**src/hdl/angle_gyro_kalman_filter_defines.svh**
```systemverilog
// ----------------------------------------------------------------------------
// Assertion macros for the angle/gyro Kalman filter
// Each macro expands to a labeled concurrent assertion, or to nothing when
// SYNTH is defined.
// ----------------------------------------------------------------------------
`ifndef ANGLE_GYRO_KALMAN_FILTER_DEFINES_SVH
`define ANGLE_GYRO_KALMAN_FILTER_DEFINES_SVH
`ifndef SYNTH
`define AGK_ASSERT_IMPL(label, clk, rst, ante, cons) \
  label: assert property (@(posedge clk) disable iff (rst) (ante) |-> (cons)) \
    else $error("assertion failed");
`define AGK_ASSERT_NEXT(label, clk, rst, ante, cons) \
  label: assert property (@(posedge clk) disable iff (rst) (ante) |=> (cons)) \
    else $error("assertion failed");
`else
`define AGK_ASSERT_IMPL(label, clk, rst, ante, cons)
`define AGK_ASSERT_NEXT(label, clk, rst, ante, cons)
`endif
`endif

```
**src/hdl/agkf_pkg.sv**
```systemverilog
// ----------------------------------------------------------------------------
// agkf_pkg
// Types, constants and helpers for the angle/gyro Kalman filter.
// ----------------------------------------------------------------------------
package agkf_pkg;

  localparam int FracBitsDefault = 16;

  localparam logic [1:0] REG_ANGLE_NOISE = 2'd0;
  localparam logic [1:0] REG_BIAS_NOISE  = 2'd1;
  localparam logic [1:0] REG_MEAS_NOISE  = 2'd2;
  localparam logic [1:0] REG_TIME_STEP   = 2'd3;

  // datapath operations
  localparam logic [4:0] OP_RATE   = 5'd0;
  localparam logic [4:0] OP_ANGP   = 5'd1;
  localparam logic [4:0] OP_PD0    = 5'd2;
  localparam logic [4:0] OP_P00P   = 5'd3;
  localparam logic [4:0] OP_P01P   = 5'd4;
  localparam logic [4:0] OP_P10P   = 5'd5;
  localparam logic [4:0] OP_P11P   = 5'd6;
  localparam logic [4:0] OP_ERR    = 5'd7;
  localparam logic [4:0] OP_E      = 5'd8;
  localparam logic [4:0] OP_DIV0   = 5'd9;
  localparam logic [4:0] OP_DIV1   = 5'd10;
  localparam logic [4:0] OP_C00    = 5'd11;
  localparam logic [4:0] OP_C01    = 5'd12;
  localparam logic [4:0] OP_C10    = 5'd13;
  localparam logic [4:0] OP_C11    = 5'd14;
  localparam logic [4:0] OP_ANGC   = 5'd15;
  localparam logic [4:0] OP_BIASC  = 5'd16;
  localparam logic [4:0] OP_OUT    = 5'd17;
  localparam logic [4:0] OP_LAST   = OP_OUT;

  typedef struct packed {
    logic signed [31:0] accel_angle;
    logic signed [31:0] gyro_rate;
  } in_item_t;

  typedef struct packed {
    logic signed [31:0] angle_estimate;
    logic signed [31:0] corrected_rate;
    logic signed [31:0] bias_estimate;
  } out_item_t;

  typedef struct packed {
    logic       load;
    logic       exec;
    logic [4:0] op;
  } dp_cmd_t;

  typedef struct packed {
    logic done;
  } dp_status_t;

  function automatic logic signed [31:0] sat32(input logic signed [65:0] v);
    if (v > 66'sd2147483647) return 32'sh7fffffff;
    else if (v < -66'sd2147483648) return 32'sh80000000;
    else return v[31:0];
  endfunction

endpackage

```
**src/hdl/agkf_ctrl.sv**
```systemverilog
// ----------------------------------------------------------------------------
// agkf_ctrl
// Sequencer: accept an item, step the datapath through its operations,
// then present the result item.
// ----------------------------------------------------------------------------
module agkf_ctrl (
  input  logic                 clk,
  input  logic                 rst,
  input  logic                 in_valid,
  output logic                 in_ready,
  output logic                 out_valid,
  input  logic                 out_ready,
  input  agkf_pkg::dp_status_t status,
  output agkf_pkg::dp_cmd_t    cmd
);
  localparam logic [1:0] S_IDLE = 2'd0;
  localparam logic [1:0] S_RUN  = 2'd1;
  localparam logic [1:0] S_OUT  = 2'd2;

  logic [1:0] state;
  logic [4:0] op;
  logic       issued;

  assign in_ready  = (state == S_IDLE);
  assign out_valid = (state == S_OUT);
  assign cmd.load  = in_valid && in_ready;
  assign cmd.op    = op;
  // division ops issue once then wait for done
  assign cmd.exec  = (state == S_RUN) &&
    !(issued && (op == agkf_pkg::OP_DIV0 || op == agkf_pkg::OP_DIV1)) ||
    (state == S_RUN && issued && status.done);

  always_ff @(posedge clk) begin
    if (rst) begin
      state <= S_IDLE;
      op <= agkf_pkg::OP_RATE;
      issued <= 1'b0;
    end else begin
      unique case (state)
        S_IDLE: if (in_valid) begin
          state <= S_RUN;
          op <= agkf_pkg::OP_RATE;
          issued <= 1'b0;
        end
        S_RUN: begin
          if (op == agkf_pkg::OP_DIV0 || op == agkf_pkg::OP_DIV1) begin
            if (!issued) issued <= 1'b1;
            else if (status.done) begin
              issued <= 1'b0;
              op <= op + 5'd1;
            end
          end else if (op == agkf_pkg::OP_LAST) begin
            state <= S_OUT;
          end else begin
            op <= op + 5'd1;
          end
        end
        S_OUT: if (out_ready) state <= S_IDLE;
        default: state <= S_IDLE;
      endcase
    end
  end

  `include "angle_gyro_kalman_filter_defines.svh"
  `AGK_ASSERT_IMPL(a_ctl_exclusive, clk, rst, 1'b1, !(in_ready && out_valid))
  `AGK_ASSERT_NEXT(a_ctl_start, clk, rst, in_valid && in_ready, state == S_RUN)
  `AGK_ASSERT_NEXT(a_ctl_hold, clk, rst, out_valid && !out_ready, out_valid)
endmodule

```
**config.mk**
```make
export PLATFORM = sky130hd
export DESIGN_NAME = agkf_ctrl
export DESIGN_NICKNAME = d
export VERILOG_FILES = /design/src/hdl/agkf_pkg.sv /design/src/hdl/agkf_ctrl.sv
export VERILOG_INCLUDE_DIRS = /design/src /design/src/hdl
export SDC_FILE = /design/constraint.sdc
export NUM_CORES = 1
export LEC_CHECK = 0
export BUFFER_PORTS_ARGS = -buffer_cell sky130_fd_sc_hd__buf_2
export CAP_MARGIN = 10
export CORE_MARGIN = 8
export CORE_UTILIZATION = 45
export CTS_CLUSTER_DIAMETER = 150
export DETAILED_ROUTE_END_ITERATION = 10
export PLACE_DENSITY = 0.78
export SKIP_LAST_GASP = 1
export SLEW_MARGIN = 20
export SYNTH_ARGS = -nofsm -noshare
export SYNTH_HDL_FRONTEND = slang
export SYNTH_SLANG_ARGS = --single-unit
export TNS_END_PERCENT = 30
```
**constraint.sdc**
```tcl
create_clock -name clk -period 1.7 [get_ports clk]
set_input_delay 0.085 -clock clk [delete_from_list [all_inputs] [get_ports clk]]
set_output_delay 0.085 -clock clk [all_outputs]
set_load 0.03 [all_outputs]
```
## Yosys cells after proc, flatten, opt, wreduce, memory -nomap -nowiden

Cells that the tools add are included.

- Input port bits: 5
- Flip-flop bits (word level): 8
- Logic and storage cells: 46
- Output and inout bits: 9

- $add $sub $neg: 1
- Reductions and logical operators: 13
- Multiplexer cells: 16
- Eq/ne operators: 13

Operators by type and width:

| kind | number |
|---|---|
| two-way mux 5 bit | 5 |
| == test 5 x 4 -> 1 bit, second input constant | 2 |
| case mux 5 bit (2 select lines) | 1 |
| inequality test 3 bit, second input constant | 3 |
| two-way mux 2 bit | 4 |
| inequality test 2 x 1 -> 1 bit, second input constant | 3 |
| case mux 2 bit (3 select lines) | 1 |
| adder 5 x 1 -> 5 bit, second input constant | 1 |
| == test 5 bit, second input constant | 1 |
| logical AND 1 bit | 5 |
| AND reduction 5 bit | 1 |
| two-way mux 1 bit | 4 |
| inequality test 2 bit, second input constant | 2 |
| AND reduction 4 bit | 1 |
| AND reduction 3 bit | 1 |
| == test 2 x 1 -> 1 bit, second input constant | 1 |
| == test 2 bit, second input constant | 1 |
| logical NOT 2 bit | 1 |
| logical OR 1 bit | 2 |
| case mux 1 bit (2 select lines) | 1 |
| nonzero test 2 bit | 1 |
| logical NOT 1 bit | 1 |

## Depth between registers and ports, before layout

Gate-level depths: netlist (run 1).

- Depth after elaboration: 6
- Gate-level depth with buffers: 5
- Depth with buffers taken out: 5

## Least setup slack after synthesis (run 1)

Ideal clock, no wire load.

- Path kind: flip-flop to flip-flop
- Start: register op[0]
- End: register op[1]
- Cell stages (with the launch flop): 5
- Setup time: 0.121 ns
- Slack: -0.207 ns
- Path buffers: 0
- Required time: 1.579 ns
- Data arrival time: 1.786 ns
- Period minus slack after synthesis: 1.907 ns
- Cells stage by stage: dfxtp_1 -> ha_1 -> or4bb_1 -> o211ai_1 -> mux2_2

- Word-level cells in the longest chain between the ends: 5
- Elaborated cells between the ends (all ways): 14
- Classes of those cells: add/sub (1); eq/ne (6); mux (5); reduce/logical (2)

RTL lines:

| item | RTL line | source |
|---|---|---|
| start, declared | agkf_ctrl.sv:21 | `logic [4:0] op;` |
| start signal, assigned | agkf_ctrl.sv:36 | `op <= agkf_pkg::OP_RATE;` |
| start signal, assigned | agkf_ctrl.sv:42 | `op <= agkf_pkg::OP_RATE;` |
| start signal, assigned | agkf_ctrl.sv:50 | `op <= op + 5'd1;` |
| adder 5 x 1 -> 5 bit | agkf_ctrl.sv:50, agkf_ctrl.sv:55 |  |
| two-way mux 5 bit | agkf_ctrl.sv:48 | `else if (status.done) begin` |
| two-way mux 5 bit | agkf_ctrl.sv:47 | `if (!issued) issued <= 1'b1;` |
| two-way mux 5 bit | agkf_ctrl.sv:46 | `if (op == agkf_pkg::OP_DIV0 \|\| op == agkf_pkg::OP_DIV1) begin` |
| case mux 5 bit (2 select lines) | agkf_ctrl.sv:39 | `unique case (state)` |

Parallel ways exist; a longest one is shown, timed or not. The select of a mux whose other input is x is not followed.
A chain may end at the register's enable or synchronous reset.

==> run_results.csv, run 1 <==
group,metric,value,unit
run_status,status,"finished clean",
detailed_routing,drc,0,
yosys,synth-edff-count,0,
yosys,syn_area,584,µm²
setup_path,worstRegToRegCells,5,
grt,grt-ovfl-total,0,
clock_tree,post_cts_resized,0,
clock_tree,cts_sinks,8,
timing,worst_pin_slew,351,ps
worst_hold_path,whs_endpoint,"issued",
setup_path,crit_arrival,1570,ps
die,ios,14,
yosys,synth_cell_types,33,
power_and_ir_drop,leakage,0.285,nW
timing,rsz0062_at_grt,"true",
detailed_routing,routed_wirelength,1.47,mm
clock_tree,holdBufCountCts,0,
die,fp.coreArea,1250,µm²
power_and_ir_drop,irDropWorstVdd,0.000281,V
grt,grt_max_degree,12,
cells_and_area,multi_input_area,404,µm²
cells_and_area,seqCellArea,163,µm²
clock_tree,clk_pin_slew,50,ps
clock_tree,clk_path_buf_depth,2,
clock_tree,clk_latency,260,ps
die,initial_core_util,46.7,%
yosys,async_flop_share,0,%
cells_and_area,nFillCells,118,
die,die_x,52.0,µm
timing,slew_headroom,76.5,%
clock_tree,cts_tree,"done",
grt,antenna_found_initial,0,
die,die_h,52.0,µm
setup_path,cp.required,1620,ps
yosys,ys.flop_type,"dfxtp_1",
yosys,yosysWarnings,0,
detailed_routing,drtIter0Drc,11,
place,placed_cell_area,686,µm²
die,die_area,2710,µm²
cells_and_area,mostFrequentLayoutCells,"buf_2, dfxtp_1, nor2_1, buf_4",
timing,hold_violations,0,
grt,track_usage,12.5,%
timing,period_needed,1660,ps
setup_path,startpoint_type,"flop",
worst_hold_path,min_path_type,"input port to flop",
detailed_routing,antenna_left,0,
cells_and_area,diodes,0,
timing,period_share,97.4,%
grt,grt_pass1_wl,2.59,mm
setup_path,endpoint_kind,"output port",
timing,setup_violations,0,
clock_tree,post_cts_buffers,0,
cells_and_area,fin_area,726,µm²
worst_hold_path,hold_start,"rst",
clock_tree,root_buffer,"clkbuf_4",
cells_and_area,final_common_cell,"buf_2",
grt,grt_pass1_vias,604,
detailed_routing,dr_total_vias,589,
place,io_buffers,13,
setup_path,criticalPathCategory,"flop to output port",
cells_and_area,nets,96,
yosys,yosysSeqAreaShare,27.4,%
die,rows,13,
yosys,synth.avg_cell_area,8.59,µm²
setup_path,r2r-end,"op[2]",
run,max_cap_violations,0,
yosys,syn_nets,76,
detailed_routing,wl_per_cell,14.6,µm
cells_and_area,syn_to_final_growth,24.2,%
cells_and_area,drive_gt1_share,37.2,%
clock_tree,cts_buffers,3,
setup_path,cp_max_fo,8,
timing,fmax,604,MHz
power_and_ir_drop,p_per_area,599,nW/µm²
detailed_routing,vias_per_cell,5.83,
detailed_routing,dr.pass1.iters,4,
timing,slew_violations,0,
timing,clock-skew-final,1.86,ps
place,gp_congestion,0.855,
place,post-dp-hpwl,1.10,mm
clock_tree,cts_max_level,1,
place,place_ws,50.8,ps
worst_hold_path,hold_path_depth,2,
yosys,synthCells,68,
yosys,ys_ff_latch,8,
setup_path,r2r_start,"op[0]",
timing,setup_ws,44.4,ps
setup_path,r2r_slack,40,ps
logic make-up (layout without fill, tap and decap cells):
group | after synthesis | after routing | share of synthesized area [%]
simple gates | 32 | 32 | 33.6
compound gates | 16 | 16 | 21.4
flops | 8 | 8 | 27.4
buf+inv | 7 | 25 | 7.28
fa+ha+maj | 3 | 3 | 6.42
mux | 2 | 2 | 3.85
cells in the mapped netlist, types with 2 or more instances:
master / n / area [µm²]
dfxtp_1: 8 / 160
nand3_1: 4 / 20.0
nor2b_1: 2 / 12.5
ha_1: 3 / 37.5
nor2_1: 6 / 22.5
a31oi_1: 3 / 18.8
nor3b_1: 4 / 30.0
a211oi_1: 3 / 22.5
nand2_1: 4 / 15.0
inv_1: 4 / 15.0
mux2_2: 2 / 22.5
o211ai_1: 3 / 22.5
or3_1: 2 / 12.5
power breakdown:
part	switching [mW]	internal, mW
clock network	0.0677	0.0810
registers	0.00609	0.193
logic	0.0551	0.0319
worst max-delay path, cell delays in order (launching register included):
cell and delay (ps):
dfxtp_1 370, or3b_4 460, nor4_4 220, nor2_1 80, buf_2 180
registers in the layout, summed over array words and instances, names as in the netlist:
register,cells
issued,1
op,5
state,2
routing by layer:
| metal | share of wire, % | wire, µm | GRT usage [%] |
|---|---|---|---|
| met5 | 0 | 0 | 0 |
| met4 | 1.6 | 24 | 2.21 |
| met3 | 7.1 | 104 | 6.55 |
| met2 | 49 | 729 | 22.4 |
| met1 | 42 | 614 | 12.5 |
through the flow:
step / utilization (%) / hold WS (ps) / TNS (ps) / instances / total power, mW
6_report: 57.9 / 137 / 0 / 101 / 0.435
5_1_grt: 57.9 / 150 / -43.1 / 101 / 0.458
4_1_cts: 56.5 / 138 / 0 / 101 / 0.439
3_5_place_dp: 54.7 / 410 / 0 / 98 / 0.287
3_3_place_gp: 54.7 / 410 / 0 / 98 / 0.285
2_1_floorplan: - / 284 / -59.5 / 68 / 0.261
how the worst max path moves through the flow:
stage | startpoint | depth (start not counted) | endpoint | slack, ps
finish | op[4] | 4 | cmd[5] | 40
global route | op[4] | 4 | cmd[5] | -20
CTS | op[4] | 4 | cmd[5] | 3
detailed placement | op[0] | 4 | op[1] | 50
global placement | op[0] | 4 | op[1] | 90
floorplan | op[0] | 4 | op[1] | -60
layout make-up:
| type | instances | share of cell area [%] |
|---|---|---|
| Inverter | 4 | 2.07 |
| Clock buffer | 3 | 3.10 |
| Tap cell | 15 | 2.59 |
| Sequential cell | 8 | 22.4 |
| Timing Repair Buffer | 18 | 14.1 |
| Multi-Input combinational cell | 53 | 55.7 |
No activity file was read; power rests on OpenSTA's default activity.
==> run 2: changes to the inputs <==
--- a/config.mk
+++ b/config.mk
@@ -13,6 +13,7 @@
 export CTS_CLUSTER_DIAMETER = 150
 export DETAILED_ROUTE_END_ITERATION = 10
 export PLACE_DENSITY = 0.78
+export SETUP_SLACK_MARGIN = 0.5
 export SKIP_LAST_GASP = 1
 export SLEW_MARGIN = 20
 export SYNTH_ARGS = -nofsm -noshare
==> run 2 against run 1 <==
  * Die area stayed put
  * Critical path type is now flop to flop
  * First-iteration DRC count is 100% higher
  * Register-to-register slack better by 40 ps
  * Non-clock buffer count is 6 higher
  * Sequential cell count stayed put
  * Clock-buffer cell count is 1 higher
  * Sequential share of layout area is 0.17 points lower
  * Power is 9.2% higher
  * Final area is 11% higher
  * Worst setup slack better by 39 ps
  * Fmax is 2.4% higher
==> run_results.csv, run 2 (synthesis results as in run 1) <==
group,metric,value,unit
run_status,status,"finished clean",
timing,period_share,95.1,%
cells_and_area,largest_reg_flops,5,
cells_and_area,nFillCells,100,
setup_path,crit_path_cell_trace,"inv_4 > ha_4 > or4bb_1 > o211ai_1 > mux2_2",
timing,slew_headroom,74.5,%
timing,slew_violations,0,
grt,track_usage,13.1,%
grt,grt-ovfl-total,0,
detailed_routing,wl_per_cell,15.7,µm
power_and_ir_drop,irDropWorstVdd,0.000333,V
setup_path,endpoint_kind,"flop",
clock_tree,cts_sinks,8,
cells_and_area,fin_area,805,µm²
die,die_area,2710,µm²
timing,tns,0,ps
clock_tree,clk_pin_slew,80,ps
die,die_x,52.0,µm
run,max_cap_violations,0,
clock_tree,cts_tree,"done",
detailed_routing,vias_per_cell,6.03,
detailed_routing,drc,0,
cells_and_area,syn_to_final_growth,37.7,%
worst_hold_path,min_path_type,"input port to flop",
die,die_h,52.0,µm
setup_path,cp.buffers_inverters,1,
power_and_ir_drop,p_per_area,590,nW/µm²
grt,grt_pass1_wl,2.75,mm
place,gp_congestion,0.808,
setup_path,r2r_slack,80,ps
clock_tree,cts_max_level,1,
grt,grt_max_degree,12,
timing,hold_violations,0,
power_and_ir_drop,leakage,0.315,nW
power_and_ir_drop,p_total,0.475,mW
grt,grt_pass1_vias,666,
die,initial_core_util,46.7,%
timing,clock-skew-final,19.2,ps
cells_and_area,seqCellArea,179,µm²
clock_tree,root_buffer,"clkbuf_4",
cells_and_area,fin_cells,108,
setup_path,crit_family,"simple AND/OR/NAND/NOR gates",
place,dp.cells,94,
cells_and_area,nets,102,
die,ios,14,
timing,setup_violations,0,
detailed_routing,antenna_left,0,
detailed_routing,dr.pass1.iters,4,
clock_tree,clk_latency,280,ps
timing,fmax,619,MHz
cells_and_area,multi_input_area,413,µm²
grt,antenna_found_initial,0,
timing,worst_pin_slew,382,ps
setup_path,cp_max_fo,4,
detailed_routing,drtIter0Drc,22,
place,placed_cell_area,679,µm²
place,io_buffers,13,
setup_path,criticalPathCategory,"flop to flop",
die,rows,13,
setup_path,crit_arrival,1790,ps
cells_and_area,regMostFlops,"op",
die,fp.coreArea,1250,µm²
place,post-dp-hpwl,1.05,mm
setup_path,worst_path_max_delay_cell,"or4bb_1",
cells_and_area,mostFrequentLayoutCells,"buf_2, buf_4, nor2_1, dfxtp_4",
timing,rsz0062_at_grt,"true",
detailed_routing,dr_total_vias,651,
clock_tree,cts_buffers,3,
clock_tree,clk_path_buf_depth,2,
cells_and_area,diodes,0,
setup_path,startpoint_type,"flop",
setup_path,crit_path_max_incr_delay,450,ps
detailed_routing,routed_wirelength,1.70,mm
timing,period_needed,1620,ps
setup_path,cp.required,1870,ps
cells_and_area,drive_gt1_share,47.3,%
cells_and_area,reg.largest.list,"op: 5 flops, state: 2 flops, issued: 1 flops",
clock_tree,holdBufCountCts,0,
==> run 2: metrics by stage <==
stage,worst slack (ps),utilization [%],hold WS (ps)
finish,83.6,64.2,126
global route,79.8,64.2,155
CTS,125,62.8,134
detailed placement,114,54.2,417
global placement,156,54.2,412
floorplan,142,-,281
==> run 2: final cells by class <==
type | instances | share of cell area (%)
Inverter | 4 | 2.18
Tap cell | 15 | 2.33
Timing Repair Buffer | 24 | 18.7
Multi-Input combinational cell | 53 | 51.3
Sequential cell | 8 | 22.2
Clock buffer | 4 | 3.27
==> run 2: path summary, 6_finish.rpt <==
| kind | from | cells past startpoint | endpoint |
|---|---|---|---|
| worst max-delay path | op[1] | 5 | op[1] |
| worst min register to register | op[4] | 2 | op[4] |
| worst min-delay path | rst | 2 | op[3] |
| worst max register to register | op[1] | 5 | op[1] |
==> run 2: repair_timing <==
item                       CTS  global route
setup endpoints to repair    9            12
pin swaps                    4             3
buffers inserted             8             2
resized for setup            6             1
hold endpoints to repair     0             0
==> run 2: layer usage <==
metal	track usage [%]	vias up	routed length, µm
met4	6.64	0	44
met2	23.0	32	819
li1	-	306	-
met3	5.41	9	144
met5	0	-	0
met1	12.8	304	690
==> run 2: report_power, final <==
group          leakage, nW  switching, mW  internal, mW  total [mW]
registers           0.0689        0.00750         0.186       0.194
logic                0.232         0.0586        0.0393      0.0979
clock network       0.0150         0.0924        0.0907       0.183
==> run 3: changes to the inputs <==
==> constraint.sdc (replaced) <==
create_clock -name clk -period 1.7 [get_ports clk]
set_input_delay 0.255 -clock clk [delete_from_list [all_inputs] [get_ports clk]]
set_output_delay 0.255 -clock clk [all_outputs]
set_load 0.03 [all_outputs]
==> run 3 against run 2 <==
  * First-iteration DRC count rose by 23%
  * Combinational power rose by 20%
  * Fmax barely moved
  * Power rose by 2.6%
  * Sequential power barely moved
  * Via count fell by 0.15%
  * Worst setup slack improved by 1.1 ps
  * Critical path depth fell by 1
  * Clock skew fell by 6.2 ps
  * Largest power group unchanged
==> run_results.csv, run 3 (synthesis results as in run 1) <==
group,metric,value,unit
run_status,status,"finished clean",
clock_tree,cts_tree,"done",
timing,slew_violations,0,
die,rows,13,
setup_path,r2r_slack,100,ps
cells_and_area,reg.largest.list,"op: 5 flops, state: 2 flops, issued: 1 flops",
timing,tns,0,ps
die,initial_core_util,46.7,%
clock_tree,cts_max_level,1,
setup_path,crit_path_max_incr_delay,410,ps
grt,grt_pass1_vias,611,
timing,worst_pin_slew,386,ps
cells_and_area,drive_gt1_share,51.6,%
clock_tree,clk_pin_slew,70,ps
power_and_ir_drop,leakage,0.332,nW
cells_and_area,final_util,68.7,%
setup_path,crit_path_cell_trace,"or3b_4 > nor4_4 > nor2_2 > buf_6",
cells_and_area,regMostFlops,"op",
place,gp_congestion,0.846,
timing,setup_ws,84.7,ps
timing,rsz0062_at_grt,"true",
setup_path,crit_arrival,1360,ps
grt,grt_pass1_wl,2.64,mm
clock_tree,cts_sinks,8,
cells_and_area,diodes,0,
setup_path,worstRegToRegCells,4,
clock_tree,clk_path_buf_depth,2,
setup_path,endpoint_kind,"output port",
place,post-dp-hpwl,1.09,mm
setup_path,cp_max_fo,3,
detailed_routing,dr.pass1.iters,4,
timing,slew_headroom,74.2,%
grt,grt_max_degree,12,
grt,grt-ovfl-total,0,
setup_path,cp.required,1440,ps
detailed_routing,drc,0,
grt,track_usage,12.4,%
cells_and_area,nets,102,
timing,setup_violations,0,
setup_path,endpoint,"cmd[5]",
cells_and_area,mostFrequentLayoutCells,"buf_2, buf_4, dfxtp_4",
die,die_h,52.0,µm
clock_tree,clk_latency,270,ps
run,max_cap_violations,0,
die,fp.coreArea,1250,µm²
die,die_x,52.0,µm
cells_and_area,final_common_cell,"buf_2",
setup_path,r2r_start,"op[2]",
detailed_routing,routed_wirelength,1.74,mm
cells_and_area,syn_to_final_growth,47.3,%
power_and_ir_drop,irDropWorstVdd,0.000403,V
timing,hold_violations,0,
setup_path,crit_start,"op[2]",
worst_hold_path,min_path_type,"input port to flop",
die,ios,14,
timing,whs,292,ps
timing,clock-skew-final,13.0,ps
worst_hold_path,hold_path_depth,2,
clock_tree,cts_buffers,3,
detailed_routing,dr_total_vias,650,
die,die_area,2710,µm²
grt,antenna_found_initial,0,
power_and_ir_drop,p_per_area,566,nW/µm²
clock_tree,root_buffer,"clkbuf_4",
detailed_routing,vias_per_cell,6.02,
setup_path,startpoint_type,"flop",
place,place_ws,109,ps
timing,period_share,95.0,%
setup_path,r2r-end,"issued",
setup_path,cp.buffers_inverters,1,
timing,period_needed,1620,ps
detailed_routing,drtIter0Drc,27,
place,io_buffers,13,
cells_and_area,largest_reg_flops,5,
clock_tree,holdBufCountCts,0,
setup_path,criticalPathCategory,"flop to output port",
detailed_routing,wl_per_cell,16.1,µm
setup_path,worst_path_max_delay_cell,"or3b_4",
timing,fmax,619,MHz
detailed_routing,antenna_left,0,
setup_path,crit_family,"simple AND/OR/NAND/NOR gates",
setup_path,cp.depth,4,
[run 3: cell counts in the layout (fill, tap and decap cells not counted)]
Identical to the previous run, type by type.
[run 3: per-stage QoR]
step	instances	cell area, µm²	total power [mW]
global route	108	861	0.506
detailed placement	94	688	0.285
floorplan	68	624	0.262
finish	108	861	0.487
CTS	103	800	0.463
global placement	94	688	0.283
[run 3: what timing repair did]
item	CTS	global route
buffers inserted	5	5
gates resized for setup	12	8
pin swaps	4	2
endpoints found under the setup margin	10	16
[run 3: worst min path at each step]
stage	start	endpoint	slack, ps
floorplan	rst	op[0]	450
global placement	op[4]	op[4]	500
detailed placement	op[4]	op[4]	520
CTS	rst	issued	290
global route	rst	issued	310
finish	rst	issued	290
[run 3: cell type report]
class	count	area (µm²)
fill	100	392
inverter	4	17.5
timing repair buffer	24	168
tap	15	18.8
clock buffer	4	26.3
sequential	8	183
multi-input combinational	53	448
[run 3: routing by layer]
layer	track usage (%)	up-vias	share of wire, %
met4	6.19	0	2.0
met2	20.4	33	49
met1	14.2	302	41
li1	-	308	-
met3	3.70	7	8.0
met5	0	-	0
[run 3: power breakdown]
part | switching, mW | total [mW] | internal, mW
Combinational | 0.0636 | 0.117 | 0.0537
Clock | 0.0828 | 0.173 | 0.0907
Sequential | 0.0102 | 0.196 | 0.186
Total | 0.157 | 0.487 | 0.330
