## src/hdl/angle_gyro_kalman_filter_defines.svh

```systemverilog
// ----------------------------------------------------------------------------
// Assertion macros for the angle/gyro Kalman filter
// Each macro expands to a labeled concurrent assertion, or to nothing when
// SYNTH is defined.
// ----------------------------------------------------------------------------
`ifndef ANGLE_GYRO_KALMAN_FILTER_DEFINES_SVH
`define ANGLE_GYRO_KALMAN_FILTER_DEFINES_SVH
`ifndef SYNTH
`define AGK_ASSERT_IMPL(label, clk, rst, ante, cons) \
  label: assert property (@(posedge clk) disable iff (rst) (ante) |-> (cons)) \
    else $error("assertion failed");
`define AGK_ASSERT_NEXT(label, clk, rst, ante, cons) \
  label: assert property (@(posedge clk) disable iff (rst) (ante) |=> (cons)) \
    else $error("assertion failed");
`else
`define AGK_ASSERT_IMPL(label, clk, rst, ante, cons)
`define AGK_ASSERT_NEXT(label, clk, rst, ante, cons)
`endif
`endif

```

## src/hdl/agkf_pkg.sv

```systemverilog
// ----------------------------------------------------------------------------
// agkf_pkg
// Types, constants and helpers for the angle/gyro Kalman filter.
// ----------------------------------------------------------------------------
package agkf_pkg;

  localparam int FracBitsDefault = 16;

  localparam logic [1:0] REG_ANGLE_NOISE = 2'd0;
  localparam logic [1:0] REG_BIAS_NOISE  = 2'd1;
  localparam logic [1:0] REG_MEAS_NOISE  = 2'd2;
  localparam logic [1:0] REG_TIME_STEP   = 2'd3;

  // datapath operations
  localparam logic [4:0] OP_RATE   = 5'd0;
  localparam logic [4:0] OP_ANGP   = 5'd1;
  localparam logic [4:0] OP_PD0    = 5'd2;
  localparam logic [4:0] OP_P00P   = 5'd3;
  localparam logic [4:0] OP_P01P   = 5'd4;
  localparam logic [4:0] OP_P10P   = 5'd5;
  localparam logic [4:0] OP_P11P   = 5'd6;
  localparam logic [4:0] OP_ERR    = 5'd7;
  localparam logic [4:0] OP_E      = 5'd8;
  localparam logic [4:0] OP_DIV0   = 5'd9;
  localparam logic [4:0] OP_DIV1   = 5'd10;
  localparam logic [4:0] OP_C00    = 5'd11;
  localparam logic [4:0] OP_C01    = 5'd12;
  localparam logic [4:0] OP_C10    = 5'd13;
  localparam logic [4:0] OP_C11    = 5'd14;
  localparam logic [4:0] OP_ANGC   = 5'd15;
  localparam logic [4:0] OP_BIASC  = 5'd16;
  localparam logic [4:0] OP_OUT    = 5'd17;
  localparam logic [4:0] OP_LAST   = OP_OUT;

  typedef struct packed {
    logic signed [31:0] accel_angle;
    logic signed [31:0] gyro_rate;
  } in_item_t;

  typedef struct packed {
    logic signed [31:0] angle_estimate;
    logic signed [31:0] corrected_rate;
    logic signed [31:0] bias_estimate;
  } out_item_t;

  typedef struct packed {
    logic       load;
    logic       exec;
    logic [4:0] op;
  } dp_cmd_t;

  typedef struct packed {
    logic done;
  } dp_status_t;

  function automatic logic signed [31:0] sat32(input logic signed [65:0] v);
    if (v > 66'sd2147483647) return 32'sh7fffffff;
    else if (v < -66'sd2147483648) return 32'sh80000000;
    else return v[31:0];
  endfunction

endpackage

```

## src/hdl/agkf_div.sv

```systemverilog
// ----------------------------------------------------------------------------
// agkf_div
// Restoring signed divider: (num << FRAC_BITS) / den, truncated toward zero,
// saturated to 32 bits, zero when den is zero. One quotient bit a cycle.
// ----------------------------------------------------------------------------
module agkf_div #(
  parameter int FRAC_BITS = agkf_pkg::FracBitsDefault
) (
  input  logic               clk,
  input  logic               rst,
  input  logic               start,
  input  logic signed [31:0] num,
  input  logic signed [31:0] den,
  output logic               done,
  output logic signed [31:0] quo
);
  localparam int NW = 32 + FRAC_BITS;
  localparam int CW = $clog2(NW + 1);

  logic          busy;
  logic [CW-1:0] count;
  logic [NW-1:0] dividend;
  logic [NW-1:0] q;
  logic [32:0]   rem;
  logic [31:0]   dmag;
  logic          neg;
  logic          zero;
  logic [33:0]   trial;
  logic [32:0]   shifted;
  logic signed [NW:0] sq;

  assign shifted = {rem[31:0], dividend[NW-1]};
  assign trial   = {1'b0, shifted} - {2'b00, dmag};

  always_ff @(posedge clk) begin
    if (rst) begin
      busy <= 1'b0;
      done <= 1'b0;
      count <= '0;
    end else begin
      done <= 1'b0;
      if (start) begin
        busy <= 1'b1;
        count <= CW'(NW);
      end else if (busy) begin
        count <= count - 1'b1;
        if (count == CW'(1)) begin
          busy <= 1'b0;
          done <= 1'b1;
        end
      end
    end
  end

  always_ff @(posedge clk) begin
    if (start) begin
      dividend <= {(num[31] ? 32'(-num) : num), {FRAC_BITS{1'b0}}};
      dmag     <= den[31] ? 32'(-den) : den;
      neg      <= num[31] ^ den[31];
      zero     <= (den == 32'sd0);
      rem      <= '0;
      q        <= '0;
    end else if (busy) begin
      dividend <= {dividend[NW-2:0], 1'b0};
      if (!trial[33]) begin
        rem <= trial[32:0];
        q   <= {q[NW-2:0], 1'b1};
      end else begin
        rem <= shifted;
        q   <= {q[NW-2:0], 1'b0};
      end
    end
  end

  assign sq = neg ? -$signed({1'b0, q}) : $signed({1'b0, q});

  always_comb begin
    if (zero) quo = '0;
    else quo = agkf_pkg::sat32(66'(sq));
  end

  `include "angle_gyro_kalman_filter_defines.svh"
  `AGK_ASSERT_NEXT(a_div_done_pulse, clk, rst, done, !done || start)
  `AGK_ASSERT_IMPL(a_div_no_restart, clk, rst, busy, !start)
  `AGK_ASSERT_NEXT(a_div_busy_start, clk, rst, start, busy)
endmodule

```

## src/hdl/agkf_datapath.sv

```systemverilog
// ----------------------------------------------------------------------------
// agkf_datapath
// State, registers and one shared multiply/accumulate unit; divider for gains.
// ----------------------------------------------------------------------------
module agkf_datapath #(
  parameter int FRAC_BITS = agkf_pkg::FracBitsDefault
) (
  input  logic                 clk,
  input  logic                 rst,
  input  logic                 cfg_we,
  input  logic [1:0]           cfg_index,
  input  logic [23:0]          cfg_data,
  input  agkf_pkg::in_item_t   in_item,
  input  agkf_pkg::dp_cmd_t    cmd,
  output agkf_pkg::dp_status_t status,
  output agkf_pkg::out_item_t  out_item
);
  localparam logic signed [31:0] One = 32'sd1 <<< FRAC_BITS;

  logic [23:0] q_ang, q_bias, r_meas;
  logic [15:0] dt;
  logic signed [31:0] angle, bias, p00, p01, p10, p11;
  logic signed [31:0] accel, gyro, rate, pd0, pd1, err, e, k0, k1;
  logic signed [31:0] ma, mb, mc;
  logic               msub;
  logic signed [63:0] prod;
  logic signed [65:0] sh;
  logic signed [31:0] mres;
  logic               div_start, div_done;
  logic signed [31:0] div_num, div_quo;
  logic               div_pending;

  always_ff @(posedge clk) begin
    if (rst) begin
      q_ang <= 24'd52;
      q_bias <= 24'd197;
      r_meas <= 24'd32768;
      dt <= 16'd655;
    end else if (cfg_we) begin
      unique case (cfg_index)
        agkf_pkg::REG_ANGLE_NOISE: q_ang <= cfg_data;
        agkf_pkg::REG_BIAS_NOISE:  q_bias <= cfg_data;
        agkf_pkg::REG_MEAS_NOISE:  r_meas <= cfg_data;
        agkf_pkg::REG_TIME_STEP:   dt <= cfg_data[15:0];
        default: ;
      endcase
    end
  end

  // operand select for the shared unit: mc + (or -) round(ma*mb)
  always_comb begin
    ma = '0; mb = '0; mc = '0; msub = 1'b0;
    case (cmd.op)
      agkf_pkg::OP_ANGP: begin ma = rate; mb = {16'd0, dt}; mc = angle; end
      agkf_pkg::OP_P00P: begin ma = pd0; mb = {16'd0, dt}; mc = p00; end
      agkf_pkg::OP_P01P: begin ma = pd1; mb = {16'd0, dt}; mc = p01; end
      agkf_pkg::OP_P10P: begin ma = pd1; mb = {16'd0, dt}; mc = p10; end
      agkf_pkg::OP_P11P: begin ma = {8'd0, q_bias}; mb = {16'd0, dt}; mc = p11; end
      agkf_pkg::OP_C00: begin ma = k0; mb = p00; mc = p00; msub = 1'b1; end
      agkf_pkg::OP_C01: begin ma = k0; mb = pd1; mc = p01; msub = 1'b1; end
      agkf_pkg::OP_C10: begin ma = k1; mb = pd0; mc = p10; msub = 1'b1; end
      agkf_pkg::OP_C11: begin ma = k1; mb = pd1; mc = p11; msub = 1'b1; end
      agkf_pkg::OP_ANGC: begin ma = k0; mb = err; mc = angle; end
      agkf_pkg::OP_BIASC: begin ma = k1; mb = err; mc = bias; end
      default: ;
    endcase
  end

  assign prod = ma * mb;
  assign sh   = (66'(prod) + (66'sd1 <<< (FRAC_BITS - 1))) >>> FRAC_BITS;

  always_comb begin
    mres = agkf_pkg::sat32(sh);
    if (msub) mres = agkf_pkg::sat32(66'(mc) - 66'(mres));
    else mres = agkf_pkg::sat32(66'(mc) + 66'(mres));
  end

  // start once per gain; the done cycle must not restart the divider
  assign div_start = cmd.exec && !div_pending &&
    (cmd.op == agkf_pkg::OP_DIV0 || cmd.op == agkf_pkg::OP_DIV1);
  assign div_num = (cmd.op == agkf_pkg::OP_DIV0) ? p00 : p10;

  agkf_div #(.FRAC_BITS(FRAC_BITS)) u_div (
    .clk(clk), .rst(rst), .start(div_start), .num(div_num), .den(e),
    .done(div_done), .quo(div_quo)
  );

  always_ff @(posedge clk) begin
    if (rst) div_pending <= 1'b0;
    else if (div_start) div_pending <= 1'b1;
    else if (div_done) div_pending <= 1'b0;
  end

  always_comb begin
    status.done = 1'b1;
    if (cmd.op == agkf_pkg::OP_DIV0 || cmd.op == agkf_pkg::OP_DIV1)
      status.done = div_done;
  end

  // pd0/pd1 hold t0/t1 (predicted p00/p01) during the correction
  always_ff @(posedge clk) begin
    if (rst) begin
      angle <= '0; bias <= '0;
      p00 <= One; p01 <= '0; p10 <= '0; p11 <= One;
    end else if (cmd.load) begin
      accel <= in_item.accel_angle;
      gyro  <= in_item.gyro_rate;
    end else if (cmd.exec) begin
      case (cmd.op)
        agkf_pkg::OP_RATE: rate <= agkf_pkg::sat32(66'(gyro) - 66'(bias));
        agkf_pkg::OP_ANGP: angle <= mres;
        agkf_pkg::OP_PD0: begin
          pd0 <= agkf_pkg::sat32(66'($signed({1'b0, q_ang})) - 66'(p01) - 66'(p10));
          pd1 <= agkf_pkg::sat32(-66'(p11));
        end
        agkf_pkg::OP_P00P: p00 <= mres;
        agkf_pkg::OP_P01P: p01 <= mres;
        agkf_pkg::OP_P10P: p10 <= mres;
        agkf_pkg::OP_P11P: begin
          p11 <= mres;
          pd0 <= p00;
          pd1 <= p01;
        end
        agkf_pkg::OP_ERR: err <= agkf_pkg::sat32(66'(accel) - 66'(angle));
        agkf_pkg::OP_E: e <= agkf_pkg::sat32(66'($signed({1'b0, r_meas})) + 66'(p00));
        agkf_pkg::OP_DIV0: if (div_done) k0 <= div_quo;
        agkf_pkg::OP_DIV1: if (div_done) k1 <= div_quo;
        agkf_pkg::OP_C00: p00 <= mres;
        agkf_pkg::OP_C01: p01 <= mres;
        agkf_pkg::OP_C10: p10 <= mres;
        agkf_pkg::OP_C11: p11 <= mres;
        agkf_pkg::OP_ANGC: angle <= mres;
        agkf_pkg::OP_BIASC: bias <= mres;
        agkf_pkg::OP_OUT: rate <= agkf_pkg::sat32(66'(gyro) - 66'(bias));
        default: ;
      endcase
    end
  end

  assign out_item.angle_estimate = angle;
  assign out_item.corrected_rate = rate;
  assign out_item.bias_estimate  = bias;

  `include "angle_gyro_kalman_filter_defines.svh"
  `AGK_ASSERT_IMPL(a_dp_div_busy, clk, rst, div_done, div_pending)
  `AGK_ASSERT_IMPL(a_dp_no_restart, clk, rst, div_pending, !div_start)
  `AGK_ASSERT_IMPL(a_dp_load_idle, clk, rst, cmd.load, !cmd.exec)
endmodule

```

## config.mk

```make
export PLATFORM = sky130hd
export DESIGN_NAME = agkf_datapath
export DESIGN_NICKNAME = d
export VERILOG_FILES = /design/src/hdl/agkf_pkg.sv /design/src/hdl/agkf_div.sv /design/src/hdl/agkf_datapath.sv
export VERILOG_INCLUDE_DIRS = /design/src /design/src/hdl
export SDC_FILE = /design/constraint.sdc
export NUM_CORES = 2
export LEC_CHECK = 0
export BUFFER_PORTS_ARGS = -buffer_cell sky130_fd_sc_hd__buf_2
export CAP_MARGIN = 0
export CORE_MARGIN = 4
export CORE_UTILIZATION = 50
export CTS_BUF_LIST = sky130_fd_sc_hd__clkbuf_16
export DETAILED_ROUTE_END_ITERATION = 6
export GPL_ROUTABILITY_DRIVEN = 0
export PLACE_DENSITY = 0.65
export SETUP_SLACK_MARGIN = 0.5
export SLEW_MARGIN = 20
export SYNTH_ARGS = -nofsm -noshare
export SYNTH_HDL_FRONTEND = slang
export SYNTH_SLANG_ARGS = --single-unit
```

## constraint.sdc

```tcl
create_clock -name clk -period 26.8 [get_ports clk]
set_clock_uncertainty 0.05 [all_clocks]
set_input_delay 5.36 -clock clk [delete_from_list [all_inputs] [get_ports clk]]
set_output_delay 5.36 -clock clk [all_outputs]
set_load 0.02 [all_outputs]
```

After elaboration in Yosys (flattened, before gate mapping)
Index checks and enable logic that the tools add are counted.
- word-level logic and storage cells: 171
- output and inout port bits: 97
- bits of input ports: 100
- register bits: 723
- bitwise gates (word level): 4
- $lt $le $gt $ge: 18
- equality and inequality tests: 21
- muxes and demuxes: 40
- multiply operators: 1
- $add $sub $neg: 14
- reduce and logical (&&, ||, !) cells: 42
- operator list (cell ; number):
    2-to-1 mux 32 bit ; 20
    one-hot mux 32 bit (6 select lines) ; 2
    > comparator 33 x 32 -> 1 bit (second input constant) ; 5
    < comparator 33 x 32 -> 1 bit (second input constant) ; 5
    one-hot mux 32 bit (5 select lines) ; 1
    one-hot mux 32 bit (2 select lines) ; 2
    subtractor 32 x 32 -> 33 bit ; 3
    > comparator 49 x 32 -> 1 bit (second input constant) ; 2
    < comparator 49 x 32 -> 1 bit (second input constant) ; 2
    2-to-1 mux 48 bit ; 2
    subtractor 33 x 32 -> 34 bit ; 2
    > comparator 66 x 32 -> 1 bit (second input constant) ; 1
    < comparator 66 x 32 -> 1 bit (second input constant) ; 1
    negation 32 -> 66 bit ; 1
    adder 64 x 17 -> 65 bit (second input constant) ; 1
    multiplier 32 x 32 -> 64 bit ; 1
    negation 32 bit ; 2
    2-to-1 mux 49 bit ; 1
    negation 48 -> 49 bit ; 1
    == test 5 x 4 -> 1 bit (second input constant) ; 8
    > comparator 34 x 32 -> 1 bit (second input constant) ; 1
    < comparator 34 x 32 -> 1 bit (second input constant) ; 1
    adder 25 x 32 -> 33 bit ; 1
    adder 32 x 32 -> 33 bit ; 1
    29 further kinds ; 73

Longest topological paths before layout
- depth after elaboration: 13
- mapped depth: 63
- gate-level depth less buffers: 54

Hierarchy
A second synthesis with hierarchy kept.
- cells, all modules: 9194
- area, all modules: 81205.4 um^2
- by module, submodules not included (module ; area an instance (um^2) ; cells an instance ; instances ; seq. area each (um^2)):
    agkf_datapath ; 70358.7 ; 7955 ; 1 ; 14273.7
    agkf_div ; 10846.7 ; 1239 ; 1 ; 3743.6

Worst setup path before layout
OpenSTA, ideal clock, no wires.
- kind: input port to flip-flop
- start point: input cmd[1] (netlist name)
- end point: register p00[10]
- library setup time: 117 ps
- stages: 57
- data required time: 26633 ps
- buffers on the path: 8
- arrival: 20516 ps
- slack: 6117 ps
- cell sequence: buf_2 -> buf_1 -> clkbuf_1 -> mux2i_1 -> o21ai_0 -> a221oi_1 -> clkbuf_1 -> nor2_1 -> fa_1 -> inv_1 -> fa_1 -> inv_1 -> fa_1 -> inv_1 -> fa_1 -> inv_1 -> fa_1 -> fa_1 -> [21 not listed] -> o21ai_1 -> ha_1 -> fa_1 -> a21oi_1 -> o21bai_1 -> a21boi_0 -> o31ai_1 -> or4b_2 -> a311oi_1 -> o21bai_1 -> a31o_2 -> a21oi_1 -> a21o_1 -> o22ai_1 -> clkbuf_1 -> a21oi_1 -> nor2_1 -> a22o_1
- cells in the longest elaborated chain, start to end: 13
- elaborated cells on any way between the ends: 45
- classes of those cells: add/sub: 3; mul: 1; order compare: 6; eq/ne: 11; mux: 11; reduce/logical: 13
- ends and longest elaborated chain (what ; RTL line ; RTL):
    start: declaration ; agkf_datapath.sv:14 ; input agkf_pkg::dp_cmd_t cmd,
    == test 5 x 3 -> 1 bit (tied with other cells) ; agkf_datapath.sv:53 ; case (cmd.op)
    OR reduction 5 bit (no line) (tied with other cells) ; n/a ;
    one-hot mux 32 bit (5 select lines) / one-hot mux 32 bit (6 select lines) (equally long branches) ; agkf_datapath.sv:53 ;
    multiplier 32 x 32 -> 64 bit ; agkf_datapath.sv:69 ; assign prod = ma * mb;
    adder 64 x 17 -> 65 bit ; agkf_datapath.sv:70 ; assign sh = (66'(prod) + (66'sd1 <<< (FRAC_BITS - 1))) >>> FRAC_BITS;
    < comparator 49 x 32 -> 1 bit ; agkf_pkg.sv:58 ; else if (v < -66'sd2147483648) return 32'sh80000000;
    2-to-1 mux 32 bit ; agkf_pkg.sv:58 ;
    2-to-1 mux 32 bit ; agkf_pkg.sv:57 ; if (v > 66'sd2147483647) return 32'sh7fffffff;
    adder 32 x 32 -> 33 bit / subtractor 32 x 32 -> 33 bit (equally long branches) ; agkf_datapath.sv:75, agkf_datapath.sv:74 ;
    < comparator 33 x 32 -> 1 bit ; agkf_pkg.sv:58 ;
    2-to-1 mux 32 bit ; agkf_pkg.sv:58 ;
    2-to-1 mux 32 bit ; agkf_pkg.sv:57 ;
    2-to-1 mux 32 bit ; agkf_datapath.sv:74 ; if (msub) mres = agkf_pkg::sat32(66'(mc) - 66'(mres));
    end signal: assignment ; agkf_datapath.sv:116 ; agkf_pkg::OP_P00P: p00 <= mres;
    end signal: assignment ; agkf_datapath.sv:128 ; agkf_pkg::OP_C00: p00 <= mres;
    end: declaration ; agkf_datapath.sv:22 ; logic signed [31:0] angle, bias, p00, p01, p10, p11;
Parallel ways exist; a longest one is shown, timed or not.
A chain may end at the register's enable or synchronous reset.

Worst setup path after layout
- start point: input cmd[1] (netlist name)
- end point: register p01[24]
- cells in the longest elaborated chain, start to end: 13
- elaborated cells on any way between the ends: 45
- classes of those cells: add/sub: 3; mul: 1; order compare: 6; eq/ne: 11; mux: 11; reduce/logical: 13
- ends and longest elaborated chain (what ; RTL line ; RTL):
    == test 5 x 3 -> 1 bit (tied with other cells) ; agkf_datapath.sv:53 ;
    OR reduction 5 bit (no line) (tied with other cells) ; n/a ;
    one-hot mux 32 bit (5 select lines) / one-hot mux 32 bit (6 select lines) (equally long branches) ; agkf_datapath.sv:53 ;
    multiplier 32 x 32 -> 64 bit ; agkf_datapath.sv:69 ;
    adder 64 x 17 -> 65 bit ; agkf_datapath.sv:70 ;
    < comparator 49 x 32 -> 1 bit ; agkf_pkg.sv:58 ;
    2-to-1 mux 32 bit ; agkf_pkg.sv:58 ;
    2-to-1 mux 32 bit ; agkf_pkg.sv:57 ;
    adder 32 x 32 -> 33 bit / subtractor 32 x 32 -> 33 bit (equally long branches) ; agkf_datapath.sv:75, agkf_datapath.sv:74 ;
    < comparator 33 x 32 -> 1 bit ; agkf_pkg.sv:58 ;
    2-to-1 mux 32 bit ; agkf_pkg.sv:58 ;
    2-to-1 mux 32 bit ; agkf_pkg.sv:57 ;
    2-to-1 mux 32 bit ; agkf_datapath.sv:74 ;
    end signal: assignment ; agkf_datapath.sv:117 ; agkf_pkg::OP_P01P: p01 <= mres;
    end signal: assignment ; agkf_datapath.sv:129 ; agkf_pkg::OP_C01: p01 <= mres;
    end: declaration ; agkf_datapath.sv:22 ;
Parallel ways exist; a longest one is shown, timed or not.

==> reports/metrics.cfg <==
[run_status]
status = finished with violations
violations = design-rule violations

[floorplan]
fp-row-count = 146
io_pins = 197
start_util_pct = 50.5
die_h_um = 409
die_x_um = 409
core_area_um2 = 159000
dieArea_um2 = 167000

[clock_network]
cts_root_buf = clkbuf_16
clock_latency_ps = 710
cts_buffers = 81
clkSlewWorstSetupHoldPaths_ps = 60
htreeDepth = 3
clockBufferDepth = 3
post-cts-setup-buffers = 0
cts_tree = yes
clkSinkCount = 723
cts_hold_buffers = 0
ctsResizeCount = 0

[critical_path]
path_max_fanout = 62
crit_required_ps = 27330
endpoint_kind = register
cp_common_cell = fa_1
crit_end = p01[24]
cp-startpoint = cmd[1]
critPathArrivalTime_ps = 24080
reg2reg_slack_ps = 8800
startpoint_type = input port
crit_slowest_cell = fa_1
r2r_end = p01[24]
crit_path_max_incr_delay_ps = 1210
r2r-start = rate[31]
reg2reg_depth = 50
path_class = in -> reg

[finish]
seq_area_um2 = 18000
final_nets = 10800
drive_above_1_share_pct = 6.84
synthToLayoutAreaGrowth_pct = 7.71
fillCellCount = 14500
multiInputGateArea_um2 = 55600
finalInstanceArea_um2 = 86500

[logic_synthesis]
yosysTopAreaCellShare_pct = 27.9
yosys_warnings = 0
synth_enable_flop_cells = 354
synth_top_cell_by_area = fa_1
async_flop_share_pct = 0
syn_inst = 9210
synth_area_leaders = fa_1 (28%), edfxtp_1 (13%), dfxtp_1 (9.2%)
syn-num-nets = 10800
synth_area_um2 = 80300
ys_types = 91
yosys_register_bits = 723
syn_avg_cell_area_um2 = 8.72
seq_area_frac_synth_pct = 22.4
yosys_most_used_dff = dfxtp_1

[global_routing]
grt_max_degree = 95
track_usage_pct = 35.7
grt_pass1_wl_um = 444000
grt_pass1_vias = 67800
grt-ovfl-total = 0
grt_antenna_before_repair = 18

[drt]
wl_um = 300000
ant_nets = 0
drtIter0Drc = 8763
drc = 23
avgViaCountPerCell = 6.13
vias = 69300
dr.pass1.iters = 7
wire_per_inst_um = 26.5

[place]
numPortBuffers = 196
hpwl_um = 232000
dpl_cell_area_um2 = 83800

[power_and_ir_drop]
power.leakage_nw = 39.0
power_density_nw_per_um2 = 64.6
peakVddDrop_mv = 0.0748

[sta]
slew_headroom_pct = 14.6
tightest_slew_ps = 1280
tns_ps = 0
max_freq_mhz = 42.5
rsz0062_at_grt = no
post-route-period-util_pct = 87.9
hold_violations = 0
setup_viol = 0
post-route-min-period_ps = 23550
drv_slew = 0
worst_hold_slack_ps = 413

[flow_run]
maxCapViolCount = 0

[worst_hold_path]
hp-class = reg -> reg

-- placed cells by master, fill, tap and decap left out, drive strengths merged, types with 96 or more instances in the layout --
| cell | count |
|---|---|
| nor2 | 856 |
| nand2 | 1309 |
| a21o | 145 |
| ha | 413 |
| buf | 376 |
| a22oi | 123 |
| fa | 1120 |
| o21ai | 532 |
| inv | 1442 |
| dfxtp | 369 |
| xor2 | 133 |
| nor3 | 96 |
| a21oi | 487 |
| xnor2 | 239 |
| edfxtp | 354 |
-- how the worst min path moves through the flow --
stage / to / slack (ps) / depth (start not counted) / startpoint
global route: q_bias[8] / 430 / 2 / q_bias[8]
finish: r_meas[11] / 410 / 2 / r_meas[11]
detailed placement: r_meas[22] / 400 / 2 / r_meas[22]
global placement: q_bias[12] / 400 / 2 / q_bias[12]
floorplan: dt[0] / 380 / 2 / dt[0]
CTS: q_bias[11] / 410 / 2 / q_bias[11]
-- synthesized netlist by cell type, types with 43 or more instances --
cell         n
mux2i_1     63
o21bai_1    45
a31oi_1     43
fa_1      1120
and2_1      46
xor2_1     133
nor2_1     855
nand3_1     74
o21a_1      69
o21ai_0    499
a21o_1     145
nand2b_1    60
dfxtp_1    369
nand2_1   1309
inv_1     1416
a211oi_1    71
a221oi_1    43
clkbuf_1   474
edfxtp_1   354
a21oi_1    487
a22oi_1    123
xnor2_1    239
a221o_1     77
nor3_1      96
nand4_1     46
ha_1       413
-- report_power, final --
| part | internal (mW) | switching (mW) |
|---|---|---|
| sequential | 1.29 | 0.109 |
| combinational | 1.01 | 2.08 |
| clock | 0.600 | 0.495 |
| total | 2.90 | 2.69 |
-- sequential cells by signal, indices dropped and copies added, names as in the netlist, 32 cells and up --
signal,cells
p11,32
u_div.q,48
pd1,32
e,32
pd0,32
angle,32
u_div.dmag,32
p10,32
accel,32
p01,32
gyro,32
rate,32
err,32
p00,32
u_div.rem,32
k1,32
bias,32
k0,32
u_div.dividend,32
-- critical path: cells and delay by family --
kind / cells / cell delay (ps)
buf+inv: 9 / 2520
fa+ha+maj: 11 / 6020
compound gates: 25 / 7240
simple gates: 7 / 2740
-- final cells by class --
type | count | share of cell area (%)
Clock buffer | 85 | 2.46
Sequential cell | 723 | 20.8
Timing Repair Buffer | 376 | 2.78
Multi-Input combinational cell | 6565 | 64.3
Antenna cell | 10 | 0.0289
Clock inverter | 65 | 0.508
Inverter | 1416 | 6.15
Tap cell | 2072 | 3.00
-- metrics by stage --
stage	cells	util, %	setup WS [ps]	total power, mW
2_1_floorplan	9210	-	6120	3.42
3_3_place_gp	11100	52.7	3250	4.31
3_5_place_dp	11200	52.8	2730	4.36
4_1_cts	11300	54.4	3440	5.47
5_1_grt	11300	54.4	2360	5.88
6_report	11300	54.4	3250	5.59
-- metal layers --
metal | vias up | share of wire [%] | track usage [%]
met5 | - | 0.041 | 0
met4 | 8 | 8.1 | 22.1
met3 | 1037 | 14 | 12.6
met2 | 4602 | 40 | 50.1
met1 | 33800 | 37 | 47.1
li1 | 29900 | - | -
-- logic make-up after synthesis --
group / synth area share [%]
DFF: 22.4
AOI/OAI and AO/OA: 14.7
muxes: 0.813
buffers and inverters: 9.03
adders and majority gates: 34.4
xor gates and xnor gates: 4.06
and+or+nand+nor: 14.6
Note: power is estimated with default switching activity, not from simulation.
